===== config.mk =====
export PLATFORM = sky130hd
export DESIGN_NAME = ir_pulse_distance_encoder_core_flat
export DESIGN_NICKNAME = d
export VERILOG_FILES = /design/src/hw/rtl/irpde_pkg.sv /design/src/hw/rtl/irpde_in_if.sv /design/src/hw/rtl/irpde_out_if.sv /design/src/hw/rtl/ir_pulse_distance_encoder_core.sv /design/src/hw/rtl/irpde_front.sv /design/src/hw/rtl/irpde_queue.sv /design/src/hw/rtl/irpde_back.sv /design/src/flat_wrapper.sv
export SDC_FILE = /design/constraint.sdc
export NUM_CORES = 1
export LEC_CHECK = 0
export BUFFER_PORTS_ARGS = -buffer_cell sky130_fd_sc_hd__buf_2
export CAP_MARGIN = 10
export CORE_ASPECT_RATIO = 1.1
export CORE_MARGIN = 1
export CORE_UTILIZATION = 66
export CTS_BUF_LIST = sky130_fd_sc_hd__clkbuf_8
export DETAILED_ROUTE_END_ITERATION = 8
export PLACE_DENSITY_LB_ADDON = 0.3
export SLEW_MARGIN = 20
export SYNTH_ARGS = -nofsm -noshare
export SYNTH_HDL_FRONTEND = slang
export SYNTH_SLANG_ARGS = --single-unit

===== constraint.sdc =====
create_clock -name clk -period 4.15 [get_ports clk]
set_input_delay 0.2075 -clock clk [delete_from_list [all_inputs] [get_ports clk]]
set_output_delay 0.2075 -clock clk [all_outputs]
set_load 0.02 [all_outputs]

===== src/hw/rtl/irpde_pkg.sv =====
// ----------------------------------------------------------------------------
// irpde_pkg
// Shared types and constants of the infrared pulse-distance encoder.
// ----------------------------------------------------------------------------
package irpde_pkg;

  localparam int BITS_PER_BYTE         = 8;
  localparam int BIT_CNT_BITS          = $clog2(BITS_PER_BYTE);
  localparam int DURATION_BITS_DEFAULT = 14;
  localparam int QUEUE_DEPTH_DEFAULT   = 2;
  localparam int CFG_INDEX_BITS        = 3;

  localparam int LEADER_MARK_RESET  = 9000;
  localparam int LEADER_SPACE_RESET = 4560;
  localparam int BIT_MARK_RESET     = 500;
  localparam int ZERO_SPACE_RESET   = 500;
  localparam int ONE_SPACE_RESET    = 1800;
  localparam int STOP_MARK_RESET    = 560;

  localparam logic LEVEL_MARK  = 1'b0;
  localparam logic LEVEL_SPACE = 1'b1;

  typedef enum logic [CFG_INDEX_BITS-1:0] {
    REG_LEADER_MARK  = 3'd0,
    REG_LEADER_SPACE = 3'd1,
    REG_BIT_MARK     = 3'd2,
    REG_ZERO_SPACE   = 3'd3,
    REG_ONE_SPACE    = 3'd4,
    REG_STOP_MARK    = 3'd5
  } cfg_reg_t;

  typedef enum logic [2:0] {
    PH_IDLE,
    PH_LEAD_MARK,
    PH_LEAD_SPACE,
    PH_BIT_MARK,
    PH_BIT_SPACE,
    PH_STOP
  } phase_t;

  typedef struct packed {
    logic [BITS_PER_BYTE-1:0] data;
    logic                     leader;
    logic                     stop;
  } cmd_t;

endpackage


===== src/hw/rtl/irpde_in_if.sv =====
// ----------------------------------------------------------------------------
// irpde_in_if
// Byte channel: one data byte and an end-of-frame flag per transfer.
// ----------------------------------------------------------------------------
interface irpde_in_if;
  logic                                valid;
  logic                                ready;
  logic [irpde_pkg::BITS_PER_BYTE-1:0] data_byte;
  logic                                frame_end;

  modport source(output valid, output data_byte, output frame_end, input ready);
  modport sink(input valid, input data_byte, input frame_end, output ready);
endinterface


===== src/hw/rtl/irpde_out_if.sv =====
// ----------------------------------------------------------------------------
// irpde_out_if
// Segment channel: a line level and its hold time per transfer.
// ----------------------------------------------------------------------------
interface irpde_out_if #(
  parameter int DURATION_BITS = irpde_pkg::DURATION_BITS_DEFAULT
);
  logic                     valid;
  logic                     ready;
  logic                     line_level;
  logic [DURATION_BITS-1:0] duration_us;
  logic                     last_segment;

  modport source(output valid, output line_level, output duration_us,
                 output last_segment, input ready);
  modport sink(input valid, input line_level, input duration_us,
               input last_segment, output ready);
endinterface


===== src/hw/rtl/ir_pulse_distance_encoder_core.sv =====
// ----------------------------------------------------------------------------
// ir_pulse_distance_encoder_core
// Pulse-distance infrared line encoder: bytes in, timed line segments out.
// ----------------------------------------------------------------------------
// Each byte transfer yields 16 segments (mark and space per bit, LSB first),
// plus 2 leader segments on the first byte of a frame and 1 stop mark on the
// byte flagged frame_end, so 16 to 19 segments. The sequencer emits one
// segment per cycle into a registered output while segments.ready does not
// hold it off; a command queue, two entries deep by default, lets the next
// byte be taken while the current one is still being sent. Timing registers
// are written through cfg_wr_en/cfg_index/cfg_data; the user must write them
// only while the block is idle, as the block itself does not enforce this.
// Unknown indexes are ignored.
module ir_pulse_distance_encoder_core #(
  parameter int DURATION_BITS = irpde_pkg::DURATION_BITS_DEFAULT,
  parameter int QUEUE_DEPTH   = irpde_pkg::QUEUE_DEPTH_DEFAULT
) (
  input  logic                                 clk,
  input  logic                                 rst,
  input  logic                                 cfg_wr_en,
  input  logic [irpde_pkg::CFG_INDEX_BITS-1:0] cfg_index,
  input  logic [DURATION_BITS-1:0]             cfg_data,
  irpde_in_if.sink                             bytes,
  irpde_out_if.source                          segments
);

  logic            front_valid;
  logic            front_ready;
  irpde_pkg::cmd_t front_cmd;
  logic            back_valid;
  logic            back_ready;
  irpde_pkg::cmd_t back_cmd;

  irpde_front u_front (
    .clk       (clk),
    .rst       (rst),
    .bytes     (bytes),
    .cmd_valid (front_valid),
    .cmd_ready (front_ready),
    .cmd       (front_cmd)
  );

  irpde_queue #(
    .DEPTH (QUEUE_DEPTH)
  ) u_queue (
    .clk       (clk),
    .rst       (rst),
    .in_valid  (front_valid),
    .in_ready  (front_ready),
    .in_cmd    (front_cmd),
    .out_valid (back_valid),
    .out_ready (back_ready),
    .out_cmd   (back_cmd)
  );

  irpde_back #(
    .DURATION_BITS (DURATION_BITS)
  ) u_back (
    .clk       (clk),
    .rst       (rst),
    .cfg_wr_en (cfg_wr_en),
    .cfg_index (cfg_index),
    .cfg_data  (cfg_data),
    .cmd_valid (back_valid),
    .cmd_ready (back_ready),
    .cmd       (back_cmd),
    .segments  (segments)
  );

endmodule


===== src/hw/rtl/irpde_front.sv =====
// ----------------------------------------------------------------------------
// irpde_front
// Accepts bytes, tracks the open frame and tags each byte with leader and
// stop requests.
// ----------------------------------------------------------------------------
module irpde_front (
  input  logic             clk,
  input  logic             rst,
  irpde_in_if.sink         bytes,
  output logic             cmd_valid,
  input  logic             cmd_ready,
  output irpde_pkg::cmd_t  cmd
);

  logic in_frame;
  logic in_frame_next;
  logic accept;

  assign accept      = bytes.valid && cmd_ready;
  assign bytes.ready = cmd_ready;
  assign cmd_valid   = bytes.valid;

  always_comb begin
    cmd.data   = bytes.data_byte;
    cmd.leader = !in_frame;
    cmd.stop   = bytes.frame_end;
  end

  always_comb begin
    in_frame_next = in_frame;
    if (accept) begin
      in_frame_next = !bytes.frame_end;
    end
  end

  always_ff @(posedge clk) begin
    if (rst) begin
      in_frame <= 1'b0;
    end else begin
      in_frame <= in_frame_next;
    end
  end

endmodule


===== src/hw/rtl/irpde_queue.sv =====
// ----------------------------------------------------------------------------
// irpde_queue
// Short command queue between the byte front end and the segment sequencer.
// ----------------------------------------------------------------------------
module irpde_queue #(
  parameter int DEPTH = irpde_pkg::QUEUE_DEPTH_DEFAULT
) (
  input  logic            clk,
  input  logic            rst,
  input  logic            in_valid,
  output logic            in_ready,
  input  irpde_pkg::cmd_t in_cmd,
  output logic            out_valid,
  input  logic            out_ready,
  output irpde_pkg::cmd_t out_cmd
);

  localparam int PTR_BITS = (DEPTH > 1) ? $clog2(DEPTH) : 1;
  localparam int CNT_BITS = $clog2(DEPTH + 1);

  irpde_pkg::cmd_t     mem [DEPTH];
  logic [PTR_BITS-1:0] wr_ptr;
  logic [PTR_BITS-1:0] rd_ptr;
  logic [CNT_BITS-1:0] count;
  logic                push;
  logic                pop;

  assign in_ready  = count != CNT_BITS'(DEPTH);
  assign out_valid = count != '0;
  assign push      = in_valid && in_ready;
  assign pop       = out_valid && out_ready;
  assign out_cmd   = mem[rd_ptr];

  always_ff @(posedge clk) begin
    if (push) begin
      mem[wr_ptr] <= in_cmd;
    end
  end

  always_ff @(posedge clk) begin
    if (rst) begin
      wr_ptr <= '0;
      rd_ptr <= '0;
      count  <= '0;
    end else begin
      if (push) begin
        wr_ptr <= (wr_ptr == PTR_BITS'(DEPTH - 1)) ? '0 : wr_ptr + 1'b1;
      end
      if (pop) begin
        rd_ptr <= (rd_ptr == PTR_BITS'(DEPTH - 1)) ? '0 : rd_ptr + 1'b1;
      end
      if (push && !pop) begin
        count <= count + 1'b1;
      end else if (pop && !push) begin
        count <= count - 1'b1;
      end
    end
  end

endmodule


===== src/hw/rtl/irpde_back.sv =====
// ----------------------------------------------------------------------------
// irpde_back
// Timing registers and segment sequencer: turns each command into leader,
// bit and stop segments into a registered output, one per unstalled cycle.
// ----------------------------------------------------------------------------
module irpde_back #(
  parameter int DURATION_BITS = irpde_pkg::DURATION_BITS_DEFAULT
) (
  input  logic                                 clk,
  input  logic                                 rst,
  input  logic                                 cfg_wr_en,
  input  logic [irpde_pkg::CFG_INDEX_BITS-1:0] cfg_index,
  input  logic [DURATION_BITS-1:0]             cfg_data,
  input  logic                                 cmd_valid,
  output logic                                 cmd_ready,
  input  irpde_pkg::cmd_t                      cmd,
  irpde_out_if.source                          segments
);

  localparam int CNT_BITS = irpde_pkg::BIT_CNT_BITS;

  logic [DURATION_BITS-1:0] leader_mark_us;
  logic [DURATION_BITS-1:0] leader_space_us;
  logic [DURATION_BITS-1:0] bit_mark_us;
  logic [DURATION_BITS-1:0] zero_space_us;
  logic [DURATION_BITS-1:0] one_space_us;
  logic [DURATION_BITS-1:0] stop_mark_us;

  irpde_pkg::phase_t        phase;
  irpde_pkg::phase_t        phase_next;
  irpde_pkg::phase_t        start_phase;
  logic [irpde_pkg::BITS_PER_BYTE-1:0] data;
  logic                     stop;
  logic [CNT_BITS-1:0]      bit_cnt;
  logic                     last_bit;

  logic                     advance;
  logic                     pop;
  logic                     emit;
  logic                     gen_level;
  logic [DURATION_BITS-1:0] gen_dur;
  logic                     gen_last;

  logic                     seg_valid;
  logic                     seg_level;
  logic [DURATION_BITS-1:0] seg_dur;
  logic                     seg_last;

  always_ff @(posedge clk) begin
    if (rst) begin
      leader_mark_us  <= DURATION_BITS'(irpde_pkg::LEADER_MARK_RESET);
      leader_space_us <= DURATION_BITS'(irpde_pkg::LEADER_SPACE_RESET);
      bit_mark_us     <= DURATION_BITS'(irpde_pkg::BIT_MARK_RESET);
      zero_space_us   <= DURATION_BITS'(irpde_pkg::ZERO_SPACE_RESET);
      one_space_us    <= DURATION_BITS'(irpde_pkg::ONE_SPACE_RESET);
      stop_mark_us    <= DURATION_BITS'(irpde_pkg::STOP_MARK_RESET);
    end else if (cfg_wr_en) begin
      case (cfg_index)
        irpde_pkg::REG_LEADER_MARK:  leader_mark_us  <= cfg_data;
        irpde_pkg::REG_LEADER_SPACE: leader_space_us <= cfg_data;
        irpde_pkg::REG_BIT_MARK:     bit_mark_us     <= cfg_data;
        irpde_pkg::REG_ZERO_SPACE:   zero_space_us   <= cfg_data;
        irpde_pkg::REG_ONE_SPACE:    one_space_us    <= cfg_data;
        irpde_pkg::REG_STOP_MARK:    stop_mark_us    <= cfg_data;
        default: begin
        end
      endcase
    end
  end

  assign advance     = !seg_valid || segments.ready;
  assign last_bit    = bit_cnt == CNT_BITS'(irpde_pkg::BITS_PER_BYTE - 1);
  assign start_phase = cmd.leader ? irpde_pkg::PH_LEAD_MARK : irpde_pkg::PH_BIT_MARK;

  // segment generation and command pop
  always_comb begin
    gen_level = irpde_pkg::LEVEL_MARK;
    gen_dur   = bit_mark_us;
    gen_last  = 1'b0;
    emit      = 1'b0;
    pop       = 1'b0;
    case (phase)
      irpde_pkg::PH_IDLE: begin
        pop = 1'b1;
      end
      irpde_pkg::PH_LEAD_MARK: begin
        gen_dur = leader_mark_us;
        emit    = advance;
      end
      irpde_pkg::PH_LEAD_SPACE: begin
        gen_level = irpde_pkg::LEVEL_SPACE;
        gen_dur   = leader_space_us;
        emit      = advance;
      end
      irpde_pkg::PH_BIT_MARK: begin
        emit = advance;
      end
      irpde_pkg::PH_BIT_SPACE: begin
        gen_level = irpde_pkg::LEVEL_SPACE;
        gen_dur   = data[bit_cnt] ? one_space_us : zero_space_us;
        gen_last  = last_bit && !stop;
        emit      = advance;
        pop       = advance && gen_last;
      end
      irpde_pkg::PH_STOP: begin
        gen_dur  = stop_mark_us;
        gen_last = 1'b1;
        emit     = advance;
        pop      = advance;
      end
      default: begin
      end
    endcase
  end

  assign cmd_ready = pop;

  always_comb begin
    phase_next = phase;
    case (phase)
      irpde_pkg::PH_IDLE: begin
        if (cmd_valid) begin
          phase_next = start_phase;
        end
      end
      irpde_pkg::PH_LEAD_MARK: begin
        if (advance) begin
          phase_next = irpde_pkg::PH_LEAD_SPACE;
        end
      end
      irpde_pkg::PH_LEAD_SPACE: begin
        if (advance) begin
          phase_next = irpde_pkg::PH_BIT_MARK;
        end
      end
      irpde_pkg::PH_BIT_MARK: begin
        if (advance) begin
          phase_next = irpde_pkg::PH_BIT_SPACE;
        end
      end
      irpde_pkg::PH_BIT_SPACE: begin
        if (advance) begin
          if (!last_bit) begin
            phase_next = irpde_pkg::PH_BIT_MARK;
          end else if (stop) begin
            phase_next = irpde_pkg::PH_STOP;
          end else if (cmd_valid) begin
            phase_next = start_phase;
          end else begin
            phase_next = irpde_pkg::PH_IDLE;
          end
        end
      end
      irpde_pkg::PH_STOP: begin
        if (advance) begin
          phase_next = cmd_valid ? start_phase : irpde_pkg::PH_IDLE;
        end
      end
      default: phase_next = irpde_pkg::PH_IDLE;
    endcase
  end

  always_ff @(posedge clk) begin
    if (rst) begin
      phase   <= irpde_pkg::PH_IDLE;
      bit_cnt <= '0;
    end else begin
      phase <= phase_next;
      if (pop && cmd_valid) begin
        bit_cnt <= '0;
      end else if (phase == irpde_pkg::PH_BIT_SPACE && advance) begin
        bit_cnt <= bit_cnt + 1'b1;
      end
    end
  end

  always_ff @(posedge clk) begin
    if (pop && cmd_valid) begin
      data <= cmd.data;
      stop <= cmd.stop;
    end
  end

  always_ff @(posedge clk) begin
    if (rst) begin
      seg_valid <= 1'b0;
    end else if (emit) begin
      seg_valid <= 1'b1;
    end else if (segments.ready) begin
      seg_valid <= 1'b0;
    end
  end

  always_ff @(posedge clk) begin
    if (emit) begin
      seg_level <= gen_level;
      seg_dur   <= gen_dur;
      seg_last  <= gen_last;
    end
  end

  assign segments.valid        = seg_valid;
  assign segments.line_level   = seg_level;
  assign segments.duration_us  = seg_dur;
  assign segments.last_segment = seg_last;

endmodule

===== src/flat_wrapper.sv =====
// flat-port wrapper written by rule: the top's interface ports become plain ports
module ir_pulse_distance_encoder_core_flat 
#(
  parameter int DURATION_BITS = irpde_pkg::DURATION_BITS_DEFAULT,
  parameter int QUEUE_DEPTH   = irpde_pkg::QUEUE_DEPTH_DEFAULT
)
  (clk, rst, cfg_wr_en, cfg_index, cfg_data, bytes_valid, bytes_data_byte, bytes_frame_end, bytes_ready, segments_valid, segments_line_level, segments_duration_us, segments_last_segment, segments_ready);
  irpde_in_if bytes_i ();
  irpde_out_if #(.DURATION_BITS(DURATION_BITS)) segments_i ();
  input  logic clk;
  input  logic rst;
  input  logic cfg_wr_en;
  input  logic [irpde_pkg::CFG_INDEX_BITS-1:0] cfg_index;
  input  logic [DURATION_BITS-1:0] cfg_data;
  input wire logic [$bits(bytes_i.valid)-1:0] bytes_valid;
  input wire logic [$bits(bytes_i.data_byte)-1:0] bytes_data_byte;
  input wire logic [$bits(bytes_i.frame_end)-1:0] bytes_frame_end;
  output wire logic [$bits(bytes_i.ready)-1:0] bytes_ready;
  output wire logic [$bits(segments_i.valid)-1:0] segments_valid;
  output wire logic [$bits(segments_i.line_level)-1:0] segments_line_level;
  output wire logic [$bits(segments_i.duration_us)-1:0] segments_duration_us;
  output wire logic [$bits(segments_i.last_segment)-1:0] segments_last_segment;
  input wire logic [$bits(segments_i.ready)-1:0] segments_ready;
  assign bytes_i.valid = bytes_valid;
  assign bytes_i.data_byte = bytes_data_byte;
  assign bytes_i.frame_end = bytes_frame_end;
  assign bytes_ready = bytes_i.ready;
  assign segments_valid = segments_i.valid;
  assign segments_line_level = segments_i.line_level;
  assign segments_duration_us = segments_i.duration_us;
  assign segments_last_segment = segments_i.last_segment;
  assign segments_i.ready = segments_ready;
  ir_pulse_distance_encoder_core #(.DURATION_BITS(DURATION_BITS), .QUEUE_DEPTH(QUEUE_DEPTH)) u_core (.clk(clk), .rst(rst), .cfg_wr_en(cfg_wr_en), .cfg_index(cfg_index), .cfg_data(cfg_data), .bytes(bytes_i), .segments(segments_i));
endmodule

==> flow_results.xml <==
<?xml version="1.0" encoding="UTF-8"?>
<metrics>
  <group name="floorplan">
    <metric name="dieHeight" unit="um">102</metric>
    <metric name="die-area" unit="mm2">0.00945</metric>
    <metric name="initial_core_util" unit="">0.678</metric>
    <metric name="fp.dieW" unit="um">92.8</metric>
    <metric name="placementRows" unit="">36</metric>
    <metric name="ios" unit="">49</metric>
    <metric name="core_region_area" unit="mm2">0.00883</metric>
  </group>
  <group name="critical_path">
    <metric name="setup.worst_path.class" unit="">reg -&gt; reg</metric>
    <metric name="setup.worst_path.end_class" unit="">flop</metric>
    <metric name="critPathMaxFanout" unit="">12</metric>
    <metric name="cp_data_arrival_time" unit="ns">3.12</metric>
    <metric name="timing.reg2reg.setup_slack" unit="ns">1.40</metric>
    <metric name="timing.critical_path.from_type" unit="">flop</metric>
    <metric name="critPathRequiredTime" unit="ns">4.52</metric>
  </group>
  <group name="detailed_routing">
    <metric name="dr.first_iter.drc_count" unit="">343</metric>
    <metric name="postRouteWirelength" unit="mm">13.0</metric>
    <metric name="drcViolationCount" unit="">0</metric>
    <metric name="detailedRoute.firstPassIterationCount" unit="">6</metric>
    <metric name="vias" unit="">4743</metric>
    <metric name="drt-vias-per-instance" unit="">5.86</metric>
    <metric name="post_drt_wl_per_cell" unit="um">16.1</metric>
    <metric name="route.antenna.remaining_nets" unit="">0</metric>
  </group>
  <group name="synth">
    <metric name="synth_nets" unit="">681</metric>
    <metric name="post_synth_inst_count" unit="">647</metric>
    <metric name="syn-cell-area" unit="mm2">0.00598</metric>
    <metric name="asyncSetResetFlopFracSynth" unit="">0</metric>
    <metric name="synth-warning-count" unit="">0</metric>
    <metric name="postSynthRegisterBits" unit="">142</metric>
    <metric name="seq_area_frac_synth" unit="">0.550</metric>
    <metric name="synth-main-ff-cell" unit="">dfxtp_1</metric>
    <metric name="syn_area_per_cell" unit="um2">9.25</metric>
    <metric name="synth.lib_cells_used.distinct" unit="">47</metric>
    <metric name="post_synth_edffs" unit="">45</metric>
  </group>
  <group name="sta">
    <metric name="worst_slew_margin_rel" unit="">0.384</metric>
    <metric name="final.min_clock_period" unit="ns">2.75</metric>
    <metric name="timing_worst_slew_pin_value" unit="ns">0.923</metric>
    <metric name="fin_crit_sh" unit="">0.663</metric>
    <metric name="rsz_0062_raised_after_global_routing" unit="">false</metric>
    <metric name="hold_violations_final" unit="">0</metric>
    <metric name="setup-violations-final" unit="">0</metric>
    <metric name="fin_skew" unit="ns">0.00803</metric>
    <metric name="final.setup.tns" unit="ns">0</metric>
    <metric name="final_max_slew_viol_count" unit="">0</metric>
    <metric name="fmax" unit="MHz">364</metric>
    <metric name="hold_slack" unit="ns">0.0628</metric>
  </group>
  <group name="outcome">
    <metric name="status" unit="">finished, final reports clean</metric>
  </group>
  <group name="flow_run">
    <metric name="max-cap-violations" unit="">0</metric>
  </group>
  <group name="placement">
    <metric name="place.detailed.hpwl" unit="mm">8.39</metric>
    <metric name="place.port_buffers" unit="">48</metric>
    <metric name="gpl.final_weighted_congestion" unit="">0.832</metric>
  </group>
  <group name="clock_tree">
    <metric name="clk_path_buf_depth" unit="">2</metric>
    <metric name="cts_tree" unit="">built</metric>
    <metric name="clkLatencyLatePin" unit="ns">0.44</metric>
    <metric name="path_clk_slew" unit="ns">0.08</metric>
    <metric name="cts-htree-levels" unit="">4</metric>
    <metric name="post-cts-setup-buffer-count" unit="">0</metric>
    <metric name="tritoncts.num_buffers" unit="">17</metric>
    <metric name="cts.sink_count" unit="">142</metric>
    <metric name="clock_root_buffer" unit="">clkbuf_8</metric>
  </group>
  <group name="final_layout">
    <metric name="final-seq-area" unit="mm2">0.00329</metric>
    <metric name="layout-drive-gt1-share" unit="">0.154</metric>
    <metric name="insertedDiodeCount" unit="">0</metric>
    <metric name="footprint_of_the_multi_input_gates" unit="mm2">0.00247</metric>
    <metric name="area_growth" unit="%">12.4</metric>
    <metric name="layout.nets" unit="">716</metric>
    <metric name="number_of_filler_instances_in_the_final_layout" unit="">626</metric>
  </group>
  <group name="power_and_ir_drop">
    <metric name="static-leakage-power" unit="uW">0.00252</metric>
    <metric name="powerDensity" unit="mW/mm2">627</metric>
    <metric name="max-vdd-ir-drop" unit="V">0.000418</metric>
    <metric name="power" unit="uW">4220</metric>
  </group>
  <group name="grt">
    <metric name="gr-usage-met1" unit="">0.347</metric>
    <metric name="number_of_global_route_vias_before_repair" unit="">4377</metric>
    <metric name="grt.met3_usage" unit="">0.0625</metric>
    <metric name="largest_net_degree_at_the_start_of_global_routing" unit="">73</metric>
    <metric name="grt-busiest-layer" unit="">met2</metric>
    <metric name="antenna_found_initial" unit="">0</metric>
    <metric name="grt_first_pass_wirelength" unit="mm">20.9</metric>
    <metric name="met2_usage" unit="">0.506</metric>
    <metric name="grt.overflow.total" unit="">0</metric>
    <metric name="grt.total_usage" unit="">0.291</metric>
  </group>
  <group name="min_path">
    <metric name="worstHoldPathType" unit="">in -&gt; reg</metric>
  </group>
</metrics>
## metrics by stage
step                utilization  instance area, um2  std cells  worst slack (ns)
finish                    0.762                6720        809              1.40
global route              0.762                6720        809              1.25
CTS                       0.761                6720        809              1.41
detailed placement        0.703                6200        768              1.43
global placement          0.702                6200        768              1.54
floorplan                     -                5980        647              1.59
## cells in the mapped netlist, types with 9 or more instances
master / number / share of area
nand3_1: 12 / 0.010
buf_2: 13 / 0.011
nand3b_1: 31 / 0.039
mux2i_1: 9 / 0.015
clkbuf_1: 30 / 0.019
mux2_2: 10 / 0.019
a221o_1: 13 / 0.022
o21ai_0: 13 / 0.011
o22ai_1: 15 / 0.016
dfxtp_1: 97 / 0.32
nor2_1: 44 / 0.028
a21oi_1: 61 / 0.051
edfxtp_1: 45 / 0.23
nand2_1: 178 / 0.11
nor2b_1: 15 / 0.016
## report_power, final
| part | switching (uW) | leakage (uW) | internal (uW) | total [uW] |
|---|---|---|---|---|
| clock | 525 | 0.000207 | 652 | 1180 |
| sequential | 127 | 0.00121 | 1720 | 1850 |
| combinational | 708 | 0.00110 | 482 | 1190 |
| total | 1360 | 0.00252 | 2860 | 4220 |
## final cells by class
| type | instances | area share |
|---|---|---|
| clock buffers | 17 | 0.0348 |
| well taps | 114 | 0.0212 |
| clock inverters | 15 | 0.0290 |
| inverters | 2 | 0.00112 |
| flip-flops and latches | 142 | 0.490 |
| multi-input cells | 455 | 0.367 |
| repair buffers | 64 | 0.0569 |
## worst paths after layout
| path | cells after the start | end | startpoint |
|---|---|---|---|
| hold / removal | 3 | u_core.u_back.bit_mark_us[13] | cfg_data[13] |
| setup / recovery | 10 | u_core.u_queue.count[1] | u_core.u_back.bit_cnt[0] |
| hold reg to reg | 2 | u_core.u_back.stop_mark_us[2] | u_core.u_back.stop_mark_us[2] |
| setup reg to reg | 10 | u_core.u_queue.count[1] | u_core.u_back.bit_cnt[0] |
## flip-flops by register name, summed over array words and instances, names as in the netlist, 2 cells and up, named ones only
register / count
u_core.u_queue.count: 2
u_core.u_back.leader_space_us: 14
u_core.u_back.bit_mark_us: 14
u_core.u_back.segments.duration_us: 14
u_core.u_back.one_space_us: 14
u_core.u_back.phase: 3
u_core.u_back.stop_mark_us: 14
u_core.u_back.data: 8
u_core.u_back.zero_space_us: 14
u_core.u_queue.mem: 20
u_core.u_back.bit_cnt: 3
u_core.u_back.leader_mark_us: 14
## cell usage in the layout (no fill, tap or decap), types with 4 or more instances in the layout
cell	instances
a21oi_1	61
a221o_1	13
buf_2	48
buf_4	7
bufinv_16	4
clkbuf_8	17
dfxtp_1	96
dlygate4sd3_1	9
edfxtp_1	45
mux2_2	10
mux2i_1	9
nand2_1	178
nand2b_1	5
nand3_1	12
nand3b_1	31
nor2_1	44
nor2b_1	15
nor3_1	5
o21ai_0	13
o22ai_1	15
or3_1	4
## routing by layer
layer	wire, um	vias up
met5	0	-
met4	185	0
met3	881	25
met2	6660	201
met1	5300	2234
li1	-	2283
## critical path, cell delays in order, from the launching register on
cell and delay, ns:
dfxtp_1 0.51, ha_1 0.21, ha_1 0.18, and2b_1 0.17
o21ai_2 0.08, a2111oi_4 0.34, buf_4 0.25, inv_1 0.07
ha_1 0.33, or3_1 0.39, a21oi_1 0.15
## logic make-up (layout without fill, tap and decap cells)
group / after synthesis / in the layout / share of synthesized area
buffers and inverters: 50 / 98 / 0.0385
AND/OR/NAND/NOR: 310 / 310 / 0.240
adder cells (fa/ha/maj): 3 / 3 / 0.00627
XOR/XNOR: 7 / 7 / 0.0102
AO/OA/AOI/OAI: 116 / 116 / 0.121
flip-flops: 142 / 142 / 0.550
multiplexers: 19 / 19 / 0.0339
## repair_timing
| item | in CTS | in global routing |
|---|---|---|
| endpoints found under the hold margin | 19 | 0 |
| hold buffers | 9 | 0 |
| resized for setup | 0 | 0 |
Power figures use the tool's default switching activity.
